<file path="src/rtl/bpm_pkg.sv">
`default_nettype none

package bpm_pkg;

    // field widths
    localparam int SAMPLE_W = 16;
    localparam int LEVEL_W  = 16;
    localparam int SQ_W     = 2 * SAMPLE_W;

    // accumulator and long-division widths
    localparam int SUM_W      = 47;
    localparam int DIV_STEPS  = SUM_W;
    localparam int STEP_W     = $clog2(DIV_STEPS);

    // square root: two radicand bits per step
    localparam int RAD_W      = 32;
    localparam int SQRT_STEPS = RAD_W / 2;
    localparam int ROOT_W     = RAD_W / 2;
    localparam int SREM_W     = ROOT_W + 1;

    // controller to datapath commands
    typedef struct packed {
        logic capture;
        logic accum;
        logic div_step;
        logic sqrt_load;
        logic sqrt_step;
        logic out_load;
    } t_cmd;

    // datapath to controller status
    typedef struct packed {
        logic last;
    } t_sts;

endpackage

`default_nettype wire

</file>
<file path="src/rtl/bpm_ctrl.sv">
`default_nettype none

module bpm_ctrl (
    input  wire logic          i_clk,
    input  wire logic          i_rst_n,
    input  wire logic          i_in_valid,
    output logic               o_in_ready,
    input  wire logic          i_out_ready,
    output logic               o_out_valid,
    output bpm_pkg::t_cmd      o_cmd,
    input  wire bpm_pkg::t_sts i_sts
);
    import bpm_pkg::*;

    typedef enum logic [2:0] {
        ST_IDLE,
        ST_ACC,
        ST_DIV,
        ST_SQLD,
        ST_SQRT,
        ST_EMIT
    } t_state;

    t_state              r_state;
    t_state              n_state;
    logic [STEP_W-1:0]   r_step;
    logic [STEP_W-1:0]   n_step;
    logic                r_out_valid;
    logic                n_out_valid;

    assign o_in_ready  = (r_state == ST_IDLE);
    assign o_out_valid = r_out_valid;

    // command decode
    always_comb begin
        o_cmd           = '0;
        o_cmd.capture   = (r_state == ST_IDLE) && i_in_valid;
        o_cmd.accum     = (r_state == ST_ACC);
        o_cmd.div_step  = (r_state == ST_DIV);
        o_cmd.sqrt_load = (r_state == ST_SQLD);
        o_cmd.sqrt_step = (r_state == ST_SQRT);
        o_cmd.out_load  = (r_state == ST_EMIT) && (!r_out_valid || i_out_ready);
    end

    // next state
    always_comb begin
        n_state     = r_state;
        n_step      = r_step;
        n_out_valid = r_out_valid;
        if (o_cmd.out_load) begin
            n_out_valid = 1'b1;
        end else if (i_out_ready) begin
            n_out_valid = 1'b0;
        end
        case (r_state)
            ST_IDLE: begin
                if (i_in_valid) begin
                    n_state = ST_ACC;
                end
            end
            ST_ACC: begin
                n_step = '0;
                if (i_sts.last) begin
                    n_state = ST_DIV;
                end else begin
                    n_state = ST_IDLE;
                end
            end
            ST_DIV: begin
                n_step = r_step + STEP_W'(1);
                if (r_step == STEP_W'(DIV_STEPS - 1)) begin
                    n_state = ST_SQLD;
                end
            end
            ST_SQLD: begin
                n_step  = '0;
                n_state = ST_SQRT;
            end
            ST_SQRT: begin
                n_step = r_step + STEP_W'(1);
                if (r_step == STEP_W'(SQRT_STEPS - 1)) begin
                    n_state = ST_EMIT;
                end
            end
            ST_EMIT: begin
                if (o_cmd.out_load) begin
                    n_state = ST_IDLE;
                end
            end
            default: begin
                n_state = ST_IDLE;
            end
        endcase
    end

    // state and registered outputs
    always_ff @(posedge i_clk) begin
        if (!i_rst_n) begin
            r_state     <= ST_IDLE;
            r_step      <= '0;
            r_out_valid <= 1'b0;
        end else begin
            r_state     <= n_state;
            r_step      <= n_step;
            r_out_valid <= n_out_valid;
        end
    end

endmodule

`default_nettype wire

</file>
<file path="src/rtl/bpm_dp.sv">
`default_nettype none

module bpm_dp #(
    parameter int MAX_BLOCK = 65536
) (
    input  wire logic                          i_clk,
    input  wire logic                          i_rst_n,
    input  wire bpm_pkg::t_cmd                 i_cmd,
    output bpm_pkg::t_sts                      o_sts,
    input  wire logic [bpm_pkg::SAMPLE_W-1:0]  i_sample,
    input  wire logic                          i_last,
    output logic [bpm_pkg::LEVEL_W-1:0]        o_rms,
    output logic [bpm_pkg::LEVEL_W-1:0]        o_peak,
    output logic                               o_ovf
);
    import bpm_pkg::*;

    localparam int CNT_W = $clog2(MAX_BLOCK + 1);

    // captured sample
    logic [SAMPLE_W-1:0] r_mag;
    logic [SQ_W-1:0]     r_sq;
    logic                r_last;
    logic [SAMPLE_W-1:0] n_mag;

    // block accumulators
    logic [SUM_W-1:0]    r_sum;
    logic [CNT_W-1:0]    r_count;
    logic [SAMPLE_W-1:0] r_peak;
    logic                r_ovf;

    logic [SUM_W:0]      sum_add;
    logic [SUM_W-1:0]    n_sum;
    logic [CNT_W-1:0]    n_count;
    logic [SAMPLE_W-1:0] n_peak;
    logic                n_ovf;
    logic                count_full;

    // divider
    logic [SUM_W-1:0]    r_quo;
    logic [CNT_W-1:0]    r_dvs;
    logic [CNT_W-1:0]    r_rem;
    logic [CNT_W:0]      rem_sh;
    logic                q_bit;

    // square root
    logic [RAD_W-1:0]    r_rad;
    logic [ROOT_W-1:0]   r_root;
    logic [SREM_W-1:0]   r_srem;
    logic [SREM_W+1:0]   srem_sh;
    logic [SREM_W+1:0]   trial;
    logic                root_bit;

    // held results
    logic [SAMPLE_W-1:0] r_peak_res;
    logic                r_ovf_res;
    logic [LEVEL_W-1:0]  r_rms_out;
    logic [LEVEL_W-1:0]  r_peak_out;
    logic                r_ovf_out;

    assign o_sts.last = r_last;
    assign o_rms      = r_rms_out;
    assign o_peak     = r_peak_out;
    assign o_ovf      = r_ovf_out;

    // magnitude, most negative sample gives 32768
    assign n_mag = i_sample[SAMPLE_W-1] ? (SAMPLE_W'(0) - i_sample) : i_sample;

    // accumulate with saturating sum and count limit
    always_comb begin
        count_full = (r_count == CNT_W'(MAX_BLOCK));
        sum_add    = {1'b0, r_sum} + (SUM_W + 1)'(r_sq);
        n_peak     = (r_mag > r_peak) ? r_mag : r_peak;
        n_sum      = r_sum;
        n_count    = r_count;
        n_ovf      = r_ovf;
        if (count_full) begin
            n_ovf = 1'b1;
        end else begin
            n_sum   = sum_add[SUM_W] ? {SUM_W{1'b1}} : sum_add[SUM_W-1:0];
            n_count = r_count + CNT_W'(1);
        end
    end

    // one restoring division step
    always_comb begin
        rem_sh = {r_rem, r_quo[SUM_W-1]};
        q_bit  = (rem_sh >= {1'b0, r_dvs});
    end

    // one square root step
    always_comb begin
        srem_sh  = {r_srem, r_rad[RAD_W-1 -: 2]};
        trial    = {1'b0, r_root, 2'b01};
        root_bit = (srem_sh >= trial);
    end

    // sample capture
    always_ff @(posedge i_clk) begin
        if (i_cmd.capture) begin
            r_mag  <= n_mag;
            r_sq   <= SQ_W'(n_mag) * SQ_W'(n_mag);
            r_last <= i_last;
        end
    end

    // accumulators, cleared at block end
    always_ff @(posedge i_clk) begin
        if (!i_rst_n) begin
            r_sum   <= '0;
            r_count <= '0;
            r_peak  <= '0;
            r_ovf   <= 1'b0;
        end else if (i_cmd.accum) begin
            if (r_last) begin
                r_sum   <= '0;
                r_count <= '0;
                r_peak  <= '0;
                r_ovf   <= 1'b0;
            end else begin
                r_sum   <= n_sum;
                r_count <= n_count;
                r_peak  <= n_peak;
                r_ovf   <= n_ovf;
            end
        end
    end

    // divider: quotient shifts in where the dividend shifts out
    always_ff @(posedge i_clk) begin
        if (i_cmd.accum && r_last) begin
            r_quo      <= n_sum;
            r_dvs      <= n_count;
            r_rem      <= '0;
            r_peak_res <= n_peak;
            r_ovf_res  <= n_ovf;
        end else if (i_cmd.div_step) begin
            r_quo <= {r_quo[SUM_W-2:0], q_bit};
            if (q_bit) begin
                r_rem <= CNT_W'(rem_sh - {1'b0, r_dvs});
            end else begin
                r_rem <= rem_sh[CNT_W-1:0];
            end
        end
    end

    // integer square root, two bits a step
    always_ff @(posedge i_clk) begin
        if (i_cmd.sqrt_load) begin
            r_rad  <= (r_dvs == '0) ? '0 : r_quo[RAD_W-1:0];
            r_root <= '0;
            r_srem <= '0;
        end else if (i_cmd.sqrt_step) begin
            r_rad  <= {r_rad[RAD_W-3:0], 2'b00};
            r_root <= {r_root[ROOT_W-2:0], root_bit};
            if (root_bit) begin
                r_srem <= SREM_W'(srem_sh - trial);
            end else begin
                r_srem <= srem_sh[SREM_W-1:0];
            end
        end
    end

    // output word register
    always_ff @(posedge i_clk) begin
        if (i_cmd.out_load) begin
            r_rms_out  <= r_root;
            r_peak_out <= r_peak_res;
            r_ovf_out  <= r_ovf_res;
        end
    end

endmodule

`default_nettype wire

</file>
<file path="src/rtl/block_rms_peak_meter_core.sv">
`default_nettype none

// channel  | dir | tdata                          | tlast     | tuser
// ---------+-----+--------------------------------+-----------+---------------
// s_axis   | in  | [15:0] sample (signed)         | block_end | -
// m_axis   | out | [15:0] rms_level [31:16] peak  | -         | block_overflow
//
// a sample that does not end a block is captured, then accumulated; a block-ending
// sample then goes through 47 divide steps, a square-root load, 16 square-root steps
// and an output load; the 47-bit sum is divided bit-serially by the sample count
// synchronous active-low reset clears the accumulators, state and output valid
// a waiting output word does not block new samples; only a second block end
// waits for the output register to be taken

module block_rms_peak_meter_core #(
    parameter int MAX_BLOCK = 65536
) (
    input  wire logic        i_clk,
    input  wire logic        i_rst_n,
    input  wire logic        s_axis_tvalid,
    output logic             s_axis_tready,
    input  wire logic [15:0] s_axis_tdata,   // [15:0] sample
    input  wire logic        s_axis_tlast,   // block_end
    output logic             m_axis_tvalid,
    input  wire logic        m_axis_tready,
    output logic [31:0]      m_axis_tdata,   // [15:0] rms_level, [31:16] peak_level
    output logic             m_axis_tuser    // block_overflow
);
    import bpm_pkg::*;

    t_cmd               cmd;
    t_sts               sts;
    logic [LEVEL_W-1:0] rms;
    logic [LEVEL_W-1:0] peak;

    // sequencer
    bpm_ctrl u_ctrl (
        .i_clk       (i_clk),
        .i_rst_n     (i_rst_n),
        .i_in_valid  (s_axis_tvalid),
        .o_in_ready  (s_axis_tready),
        .i_out_ready (m_axis_tready),
        .o_out_valid (m_axis_tvalid),
        .o_cmd       (cmd),
        .i_sts       (sts)
    );

    // accumulators, divider and square root
    bpm_dp #(
        .MAX_BLOCK (MAX_BLOCK)
    ) u_dp (
        .i_clk    (i_clk),
        .i_rst_n  (i_rst_n),
        .i_cmd    (cmd),
        .o_sts    (sts),
        .i_sample (s_axis_tdata),
        .i_last   (s_axis_tlast),
        .o_rms    (rms),
        .o_peak   (peak),
        .o_ovf    (m_axis_tuser)
    );

    assign m_axis_tdata = {peak, rms};

`ifndef SYNTHESIS
    // after taking a sample the block is not ready in the following cycle
    a_busy_after_accept: assert property (@(posedge i_clk) disable iff (!i_rst_n)
        (s_axis_tvalid && s_axis_tready) |=> !s_axis_tready)
        else $error("sample accepted on back-to-back cycles");

    // rms never exceeds full scale
    a_rms_range: assert property (@(posedge i_clk) disable iff (!i_rst_n)
        m_axis_tvalid |-> (m_axis_tdata[15:0] <= 16'h8000))
        else $error("rms level above full scale");

    // peak never exceeds full scale
    a_peak_range: assert property (@(posedge i_clk) disable iff (!i_rst_n)
        m_axis_tvalid |-> (m_axis_tdata[31:16] <= 16'h8000))
        else $error("peak level above full scale");

    // a new output word appears only after a block end was taken in
    a_word_source: assert property (@(posedge i_clk) disable iff (!i_rst_n)
        $rose(m_axis_tvalid) |-> !$past(s_axis_tready))
        else $error("output word without block processing");
`endif

endmodule

`default_nettype wire

</file>
<file path="config.mk">
export PLATFORM = sky130hd
export DESIGN_NAME = block_rms_peak_meter_core
export DESIGN_NICKNAME = d
export VERILOG_FILES = /design/src/rtl/bpm_pkg.sv /design/src/rtl/bpm_ctrl.sv /design/src/rtl/bpm_dp.sv /design/src/rtl/block_rms_peak_meter_core.sv
export SDC_FILE = /design/constraint.sdc
export NUM_CORES = 1
export LEC_CHECK = 0
export BUFFER_PORTS_ARGS = -buffer_cell sky130_fd_sc_hd__buf_2
export CAP_MARGIN = 20
export CORE_ASPECT_RATIO = 1.4
export CORE_MARGIN = 2
export CORE_UTILIZATION = 30
export CTS_BUF_LIST = sky130_fd_sc_hd__clkbuf_8
export DETAILED_ROUTE_END_ITERATION = 7
export GPL_ROUTABILITY_DRIVEN = 0
export GPL_TIMING_DRIVEN = 1
export PLACE_DENSITY = 0.52
export REMOVE_ABC_BUFFERS = 1
export SYNTH_ARGS = -nofsm -noshare
export SYNTH_HDL_FRONTEND = slang
export SYNTH_SLANG_ARGS = --single-unit
</file>
<file path="constraint.sdc">
create_clock -name i_clk -period 12.6 [get_ports i_clk]
set_input_delay 2.52 -clock i_clk [delete_from_list [all_inputs] [get_ports i_clk]]
set_output_delay 2.52 -clock i_clk [all_outputs]
set_load 0.02 [all_outputs]
</file>
# [Yosys cells after proc, flatten, opt, wreduce, memory -nomap -nowiden]
# Cells that the tools add are included.
[classes] n_addsub=6 mul=1 div=0 n_lt_le_gt_ge=3 n_eq_ne=12 shift=0 n_mux=26 n_bitwise=0 reduce_logical=14
[ops] op="$mux 47" count=5
[ops] op="$mux 32" count=3
[ops] op="$mux 17" count=4
[ops] op="$add 47x32->48" count=1
[ops] op="$mux 16" count=3
[ops] op="$sub 17x17->17" count=2
[ops] op="$mul 16x16->32" count=1
[ops] op="$ge 19x18->1" count=1
[ops] op="$ge 18x17->1" count=1
[ops] op="$pmux 3 s6" count=1
[ops] op="$add 17x1->17 const B" count=1
[ops] op="$eq 17x17->1 const B" count=1
[ops] op="$logic_not 17->1" count=1
[ops] op="$gt 16x16->1" count=1
[ops] op="$sub 1x16->16 const A" count=1
[ops] op="$mux 3" count=4
[ops] op="$pmux 6 s2" count=1
[ops] op="$reduce_bool 2->1" count=4
[ops] op="$add 6x1->6 const B" count=1
[ops] op="$eq 3x2->1 const B" count=2
[ops] op="$eq 3x3->1 const B" count=2
[ops] op="$eq 6x4->1 const B" count=1
[ops] op="$eq 6x6->1 const B" count=1
[ops] op="$mux 1" count=4
[ops] op="other kinds (10)" count=15
[word_totals] regBits=336 latch_bits=0 mem_bits_rw=0 romBits=0 in_bits=21 out_inout_bits=35 word_cells=83 mem_count=0

# [Depth between registers and ports, before layout]
# Gate-level depths: netlist of run 1.
[depth] ltp_word=5 ltp_mapped=33 mapped_depth_nobuf=31

# [Cells and area by module]
# From an unflattened synthesis of run 1, not the netlist that was laid out.
[hier_totals] cells_unflattened=2671 area_unflattened_um2=25041.5
[by_module_without_submodules] module="bpm_dp" n_inst=1 cells_per_inst=2583 area_per_inst_um2=24367.1 seq_area_each_um2=8418.1
[by_module_without_submodules] module="bpm_ctrl" n_inst=1 cells_per_inst=88 area_per_inst_um2=674.4 seq_area_each_um2=200.2

# [Worst setup path after synthesis of run 1]
# OpenSTA, ideal clock, no wires.
[synth_timing] kind="input to register" from="input port s_axis_tdata[0]" to="register u_dp.r_sq[31], data pin" setup_ps=260 arrival_time_ps=10040 t_required_ps=12340 slack_ps=2300 stages=30 n_path_buf=2 path_cell_list="inv_1 > clkbuf_1 > ha_1 > nand2b_1 > or4_1 > or2_2 > nand2b_1 > o21ai_0 > xnor2_1 > clkbuf_1 > nand2_1 > fa_1 > inv_1 > fa_1 > fa_1 > fa_1 > fa_1 > inv_1 > fa_1 > inv_1 > ha_1 > a21o_1 > a21o_1 > a221oi_1 > o21ai_1 > o311a_1 > nor3_1 > o21bai_1 > a21oi_1 > xnor2_1"
[synth_via] elab_chain_cells=3
[synth_lines] item="start, declared" line_no="block_rms_peak_meter_core.sv:22" source="input wire logic [15:0] s_axis_tdata,"
[synth_lines] item="$sub 1x16->16" line_no="bpm_dp.sv:67" source="assign n_mag = i_sample[SAMPLE_W-1] ? (SAMPLE_W'(0) - i_sample) : i_sample;"
[synth_lines] item="$mux 16" line_no="bpm_dp.sv:67"
[synth_lines] item="net u_dp.n_mag[12]" line_no="bpm_dp.sv:24" source="logic [SAMPLE_W-1:0] n_mag;"
[synth_lines] item="$mul 16x16->32" line_no="bpm_dp.sv:102" source="r_sq <= SQ_W'(n_mag) * SQ_W'(n_mag);"
[synth_lines] item="end signal, assigned" line_no="bpm_dp.sv:102"
[synth_lines] item="end, declared" line_no="bpm_dp.sv:22" source="logic [SQ_W-1:0] r_sq;"
# The timed path passes the listed nets, and every way through them passes these cells.
# A chain may end at the register's enable or synchronous reset.

# [Final worst setup path of run 1]
# Ends and elaborated chain as after synthesis.

==> reports/qor.txt, run 1 <==
Overall die height -> 343 µm
Filler cell count in the final layout -> 8475
Register cell area after layout -> 0.00862 mm²
Crit path largest cell delay -> 0.60 ns
Average routed wire per standard cell -> 16.6 µm
Logic gate share of total power -> 66.2%
CP Data Required Time -> 13.00 ns
H-tree depth reported by CTS -> 2
Post-Syn Area per Cell -> 9.39 µm²
Internal portion of total power -> 4.50 mW
Total setup violations reported at the end of the flow -> 0
HP Class -> flop to flop
Die Footprint -> 0.0844 mm²
Synthesized instance count -> 2620
Clock Sinks -> 334
Unrepaired setup endpoints after global routing -> no
Detailed Route Iter0 Violations -> 847
Seq/Total Area, Yosys -> 35.0%
Status -> complete, no violations
Post-route design area -> 0.0275 mm²
Aggregate global routing overflow -> 0
Element type at the critical path start -> input port
Proportion of total power due to net switching -> 45.7%
Number of distinct library cell variants in the gate-level netlist after synthesis -> 86
Max rail drop VDD -> 0.345 mV
Number of design rule violations left after detail routing -> 0
Std cell rows -> 124
Area after detailed placement -> 0.0262 mm²
Critical path data arrival time -> 11.13 ns
Class of the most critical setup path -> input port to flop
Measured slew at the worst slew-check pin -> 1.03 ns
Part of the power in registers -> 19.9%
Longest Clk Path Bufs -> 3
I/O Pins -> 56
Max-cap violations -> 0
Number of buffers inserted during clock tree synthesis -> 58
Maximum clock frequency -> 93.2 MHz
Worst Skew -> 0.0547 ns
Initial antenna violation count -> 1
Count of nets after finishing -> 3057
Most frequent standard cell in the layout excluding fill and tap cells -> sky130_fd_sc_hd__inv_1
Static power due to leakage -> 12.0 nW
Period Utilization, post-route -> 85.2%
Share of async-settable or async-resettable flops after synthesis -> 0%
Total iterations of the first detailed-routing run -> 5
Switch Pwr -> 3.78 mW
Port buffer count -> 55
Final-report max-slew violation count -> 0
Relative contribution of the clock network to total power -> 13.8%
Half-perimeter wire length after placement -> 47700 µm
Share of layout cells above drive strength 1 -> 8.02%
Global-route wire length before repair -> 101000 µm
Number of nets with antenna violations after routing -> 0
Clock transition at the register clock pins on the worst setup and hold paths after CTS -> 0.06 ns
Number of enable flip-flop cells after synthesis -> 193
Post-cts resize count -> 0
Number of global-route vias before repair -> 18981
Initial standard-cell utilization of the core -> 30.2%
Accumulated negative setup slack -> 0 ns
Flop and latch count out of synthesis -> 334
Most used cells in the layout excluding fill and tap cells -> 356 x sky130_fd_sc_hd__inv_1, 264 x sky130_fd_sc_hd__nand2_1, 193 x sky130_fd_sc_hd__edfxtp_1, 188 x sky130_fd_sc_hd__ha_1, 183 x sky130_fd_sc_hd__nor2_1
Synthesis-to-layout area growth -> 11.8%
Worst-case headroom to the max-slew limit -> 31.5%
Via count of the routed design -> 18410
Overall Power -> 8.28 mW
Power density normalized to cell area -> 301 mW/mm²
Clock latency on the worst-skew pair -> 0.67 ns
Area occupied by multi-input gates -> 0.0144 mm²
Number of placed instances, taps included -> 3693
Overall Global Routing Usage -> 15.0%
Largest fanout on the critical path -> 15
Slowest cell on the critical path -> sky130_fd_sc_hd__clkinv_1
Clock tree from TritonCTS -> built
Ys flop type -> sky130_fd_sc_hd__edfxtp_1
Hold slack final -> 0.417 ns
Master cell of the clock root buffer -> sky130_fd_sc_hd__clkbuf_8
Horizontal extent of the die -> 246 µm
Post-DR vias/cell -> 4.84
Setup repair bufs after CTS -> 0
CTS hold repair buffers -> 0
Combined area of all synthesized cells -> 0.0246 mm²
Filler-free cell count of the finished design -> 3804
Shortest period the worst path allows -> 10.73 ns
Pin count of the biggest net entering global routing -> 73
Area of the core -> 0.0815 mm²
Number of endpoints with negative hold slack in the final report -> 0
Count of warnings emitted by yosys -> 0
Worst Setup End Kind -> flop
Routed Wire Length -> 63000 µm
==> kinds of logic after synthesis <==
kind of cell    count (synthesis)  share of synthesized area (%)
other cells                     2                         0.0305
flops                         334                           35.0
mux                            11                          0.458
fa+ha+maj                     354                           23.1
xor+xnor                      121                           4.31
simple gates                  701                           13.2
buf+inv                       446                           6.88
compound gates                651                           17.1
==> worst paths after layout <==
kind | from | to | slack (ns) | depth (start not counted)
setup / recovery | s_axis_tdata[0] | u_dp.r_sq[31] | 1.87 | 31
hold / removal | u_dp.r_peak_res[11] | u_dp.o_peak[11] | 0.42 | 0
setup reg to reg | u_dp.r_sq[0] | u_dp.r_sum[38] | 8.27 | 10
hold reg to reg | u_dp.r_peak_res[11] | u_dp.o_peak[11] | 0.42 | 0
==> per-stage QoR <==
stage	setup WS, ns	utilization [%]
5_1_grt	1.31	33.8
3_5_place_dp	1.23	32.1
2_1_floorplan	2.41	-
4_1_cts	1.95	33.8
6_report	1.87	33.8
3_3_place_gp	1.36	32.1
==> cell usage after synthesis (all sizes together), types with 21 or more instances <==
master    n  area [µm²]
edfxtp  193        5800
nor3     43         215
nand3    34         170
nand2b   21         131
ha      188        2350
nand4    23         144
nand2   265         995
nor2    184         691
a22o     57         499
nor2b    34         213
dfxtp   141        2820
fa      166        3320
a21oi   178         895
clkbuf   77         289
xnor2    71         622
o21ai   181         913
inv     344        1290
o22ai    35         219
a21o     40         300
xor2     50         438
==> cell type report <==
type | count | area share [%]
diodes | 1 | 0.00910
multi-input cells | 1849 | 52.2
repair buffers | 89 | 1.93
inverters | 350 | 4.78
clock buffers | 68 | 3.40
well taps | 1071 | 4.87
clock inverters | 42 | 1.49
flip-flops and latches | 334 | 31.3
==> sequential cells by signal, indices dropped and copies added (netlist names), 3 cells and up <==
signal and cells:
u_dp.r_sum 47, u_dp.r_dvs 17, u_dp.r_srem 17, u_dp.r_count 17, u_dp.r_sq 31, u_dp.r_quo 47, u_dp.o_peak 16, u_dp.r_rem 17
u_ctrl.r_step 6, u_dp.o_rms 16, u_ctrl.r_state 3, u_dp.r_peak 16, u_dp.r_rad 32, u_dp.r_peak_res 16, u_dp.r_mag 15, u_dp.r_root 16
==> power groups by stage <==
stage          sequential [mW]  combinational, mW  clock, mW
5_1_grt                   1.67               6.27       1.22
2_1_floorplan             1.64               4.21          0
4_1_cts                   1.65               5.53       1.18
3_5_place_dp              1.67               5.49          0
6_report                  1.65               5.48       1.15
3_3_place_gp              1.67               5.46          0
==> critical path: cells and delay by family <==
kind,cells,cell delay (ns)
XOR/XNOR,2,0.59
AND/OR/NAND/NOR,5,1.26
AO/OA/AOI/OAI,8,1.70
buffers and inverters,8,1.42
adder cells (fa/ha/maj),8,3.65
==> routing by layer <==
metal  routed length, µm  share of wire [%]  track usage (%)  vias to the layer above
li1                    -                  -                -                     9172
met4                2000                3.2             5.48                        0
met1               27300                 43             18.1                     8814
met2               32000                 51             27.2                      310
met5                   0                  0                0                        -
met3                1700                2.7             1.59                      114
Note: power is estimated with default switching activity, not from simulation.
==> inputs of run 2 (changes only) <==
Settings changed: REMOVE_ABC_BUFFERS 1 to not set.
==> reports/qor.txt, run 2 (synthesized netlist as in run 1, its figures left out) <==
Status -> complete, no violations (unchanged)
Post-DR vias/cell -> 4.87 (was 4.84)
Number of design rule violations left after detail routing -> 0 (unchanged)
Number of buffers inserted during clock tree synthesis -> 61 (was 58)
Clock latency on the worst-skew pair -> 0.69 ns (was 0.67 ns)
Max rail drop VDD -> 0.360 mV (was 0.345 mV)
Port buffer count -> 55 (unchanged)
Initial standard-cell utilization of the core -> 30.2% (unchanged)
Total setup violations reported at the end of the flow -> 0 (unchanged)
Clock transition at the register clock pins on the worst setup and hold paths after CTS -> 0.06 ns (about the same)
Maximum clock frequency -> 93.5 MHz (was 93.2 MHz)
I/O Pins -> 56 (unchanged)
Worst-case headroom to the max-slew limit -> 25.5% (was 31.5%)
Overall Global Routing Usage -> 14.8% (was 15.0%)
Clock tree from TritonCTS -> built (unchanged)
Area of the core -> 0.0815 mm² (unchanged)
CP Data Required Time -> 13.02 ns (was 13.00 ns)
Largest fanout on the critical path -> 15 (unchanged)
Aggregate global routing overflow -> 0 (unchanged)
Crit path largest cell delay -> 0.54 ns (was 0.60 ns)
Global-route wire length before repair -> 101000 µm (about the same)
CTS hold repair buffers -> 0 (unchanged)
Post-cts resize count -> 0 (unchanged)
Static power due to leakage -> 12.0 nW (about the same)
Routed Wire Length -> 61800 µm (was 63000 µm)
Most frequent standard cell in the layout excluding fill and tap cells -> sky130_fd_sc_hd__inv_1 (unchanged)
Shortest period the worst path allows -> 10.70 ns (was 10.73 ns)
Std cell rows -> 124 (unchanged)
Master cell of the clock root buffer -> sky130_fd_sc_hd__clkbuf_8 (unchanged)
Slowest cell on the critical path -> sky130_fd_sc_hd__clkinv_1 (unchanged)
Accumulated negative setup slack -> 0 ns (unchanged)
Final-report max-slew violation count -> 0 (unchanged)
Die Footprint -> 0.0844 mm² (unchanged)
Number of global-route vias before repair -> 19224 (was 18981)
Filler cell count in the final layout -> 8449 (was 8475)
Clock Sinks -> 334 (unchanged)
Synthesis-to-layout area growth -> 11.2% (was 11.8%)
Share of layout cells above drive strength 1 -> 7.97% (was 8.02%)
Total iterations of the first detailed-routing run -> 5 (unchanged)
Number of placed instances, taps included -> 3691 (was 3693)
H-tree depth reported by CTS -> 2 (unchanged)
Count of nets after finishing -> 3058 (was 3057)
Detailed Route Iter0 Violations -> 868 (was 847)
Filler-free cell count of the finished design -> 3808 (was 3804)
Pin count of the biggest net entering global routing -> 74 (was 73)
Critical path data arrival time -> 11.12 ns (was 11.13 ns)
Unrepaired setup endpoints after global routing -> no (unchanged)
Longest Clk Path Bufs -> 3 (unchanged)
Element type at the critical path start -> input port (unchanged)
HP Class -> flop to flop (unchanged)
Most used cells in the layout excluding fill and tap cells -> 366 x sky130_fd_sc_hd__inv_1, 264 x sky130_fd_sc_hd__nand2_1, 193 x sky130_fd_sc_hd__edfxtp_1, 188 x sky130_fd_sc_hd__ha_1, 182 x sky130_fd_sc_hd__nor2_1 (was 356 x sky130_fd_sc_hd__inv_1, 264 x sky130_fd_sc_hd__nand2_1, 193 x sky130_fd_sc_hd__edfxtp_1, 188 x sky130_fd_sc_hd__ha_1, 183 x sky130_fd_sc_hd__nor2_1)
Number of nets with antenna violations after routing -> 0 (unchanged)
Measured slew at the worst slew-check pin -> 1.12 ns (was 1.03 ns)
Via count of the routed design -> 18542 (was 18410)
Half-perimeter wire length after placement -> 46900 µm (was 47700 µm)
Class of the most critical setup path -> input port to flop (unchanged)
Worst Skew -> 0.0478 ns (was 0.0547 ns)
Number of endpoints with negative hold slack in the final report -> 0 (unchanged)
Worst Setup End Kind -> flop (unchanged)
Max-cap violations -> 0 (unchanged)
Registers with the highest flip-flop counts -> u_dp.r_quo: 47 flops, u_dp.r_sum: 47 flops, u_dp.r_rad: 32 flops (unchanged)
Setup repair bufs after CTS -> 0 (unchanged)
Power density normalized to cell area -> 298 mW/mm² (was 301 mW/mm²)
Period Utilization, post-route -> 84.9% (was 85.2%)
Overall die height -> 343 µm (unchanged)
Setup WS pre-CTS -> 1.31 ns (was 1.23 ns)
Setup slack of the critical path after layout -> 1.90 ns (was 1.87 ns)
Initial antenna violation count -> 2 (was 1)
Average routed wire per standard cell -> 16.2 µm (was 16.6 µm)
Horizontal extent of the die -> 246 µm (unchanged)
==> run 2: per-layer routing <==
layer	GRT usage, %	vias up	share of wire [%]
met2	27.6	299	52
met1	17.3	8936	41
met4	5.16	2	3.1
met3	1.91	116	3.1
li1	-	9189	-
met5	0	-	0.021
==> run 2: final timing paths <==
check / from / endpoint / slack [ns] / cells after the start
min: u_dp.r_peak_res[5] / u_dp.o_peak[5] / 0.42 / 0
max: s_axis_tdata[0] / u_dp.r_sq[31] / 1.90 / 31
min reg2reg: u_dp.r_peak_res[5] / u_dp.o_peak[5] / 0.42 / 0
max reg2reg: u_dp.r_sq[0] / u_dp.r_quo[46] / 8.34 / 9
==> run 2: layout make-up <==
class                   count  area (µm²)  area share, %
multi-input cells        1849       14400           52.5
flip-flops and latches    334        8620           31.5
well taps                1071        1340           4.90
inverters                 350        1310           4.80
clock buffers              71         977           3.57
repair buffers             87         515           1.88
clock inverters            45         238          0.869
diodes                      1        2.50        0.00915
==> run 2: metrics by stage <==
| step | hold WS, ns | cell area (µm²) | utilization [%] | total power [mW] |
|---|---|---|---|---|
| 2_1_floorplan | 0.400 | 24600 | - | 5.86 |
| 3_3_place_gp | 0.404 | 26100 | 32.1 | 7.19 |
| 3_5_place_dp | 0.406 | 26100 | 32.1 | 7.19 |
| 4_1_cts | 0.422 | 27400 | 33.6 | 8.26 |
| 5_1_grt | 0.423 | 27400 | 33.6 | 9.05 |
| 6_report | 0.419 | 27400 | 33.6 | 8.14 |
==> run 2: power by group <==
group	internal (mW)	switching, mW	total [mW]
combinational	2.27	3.21	5.47
sequential	1.56	0.0773	1.64
clock	0.537	0.491	1.03
==> run 2: worst max-delay path: cells and delay by family <==
kind                       cells  cell delay [ns]
xor gates and xnor gates       2             0.56
and+or+nand+nor                5             1.25
adders and majority gates      8             3.64
AOI/OAI and AO/OA              8             1.74
buffers and inverters          8             1.37
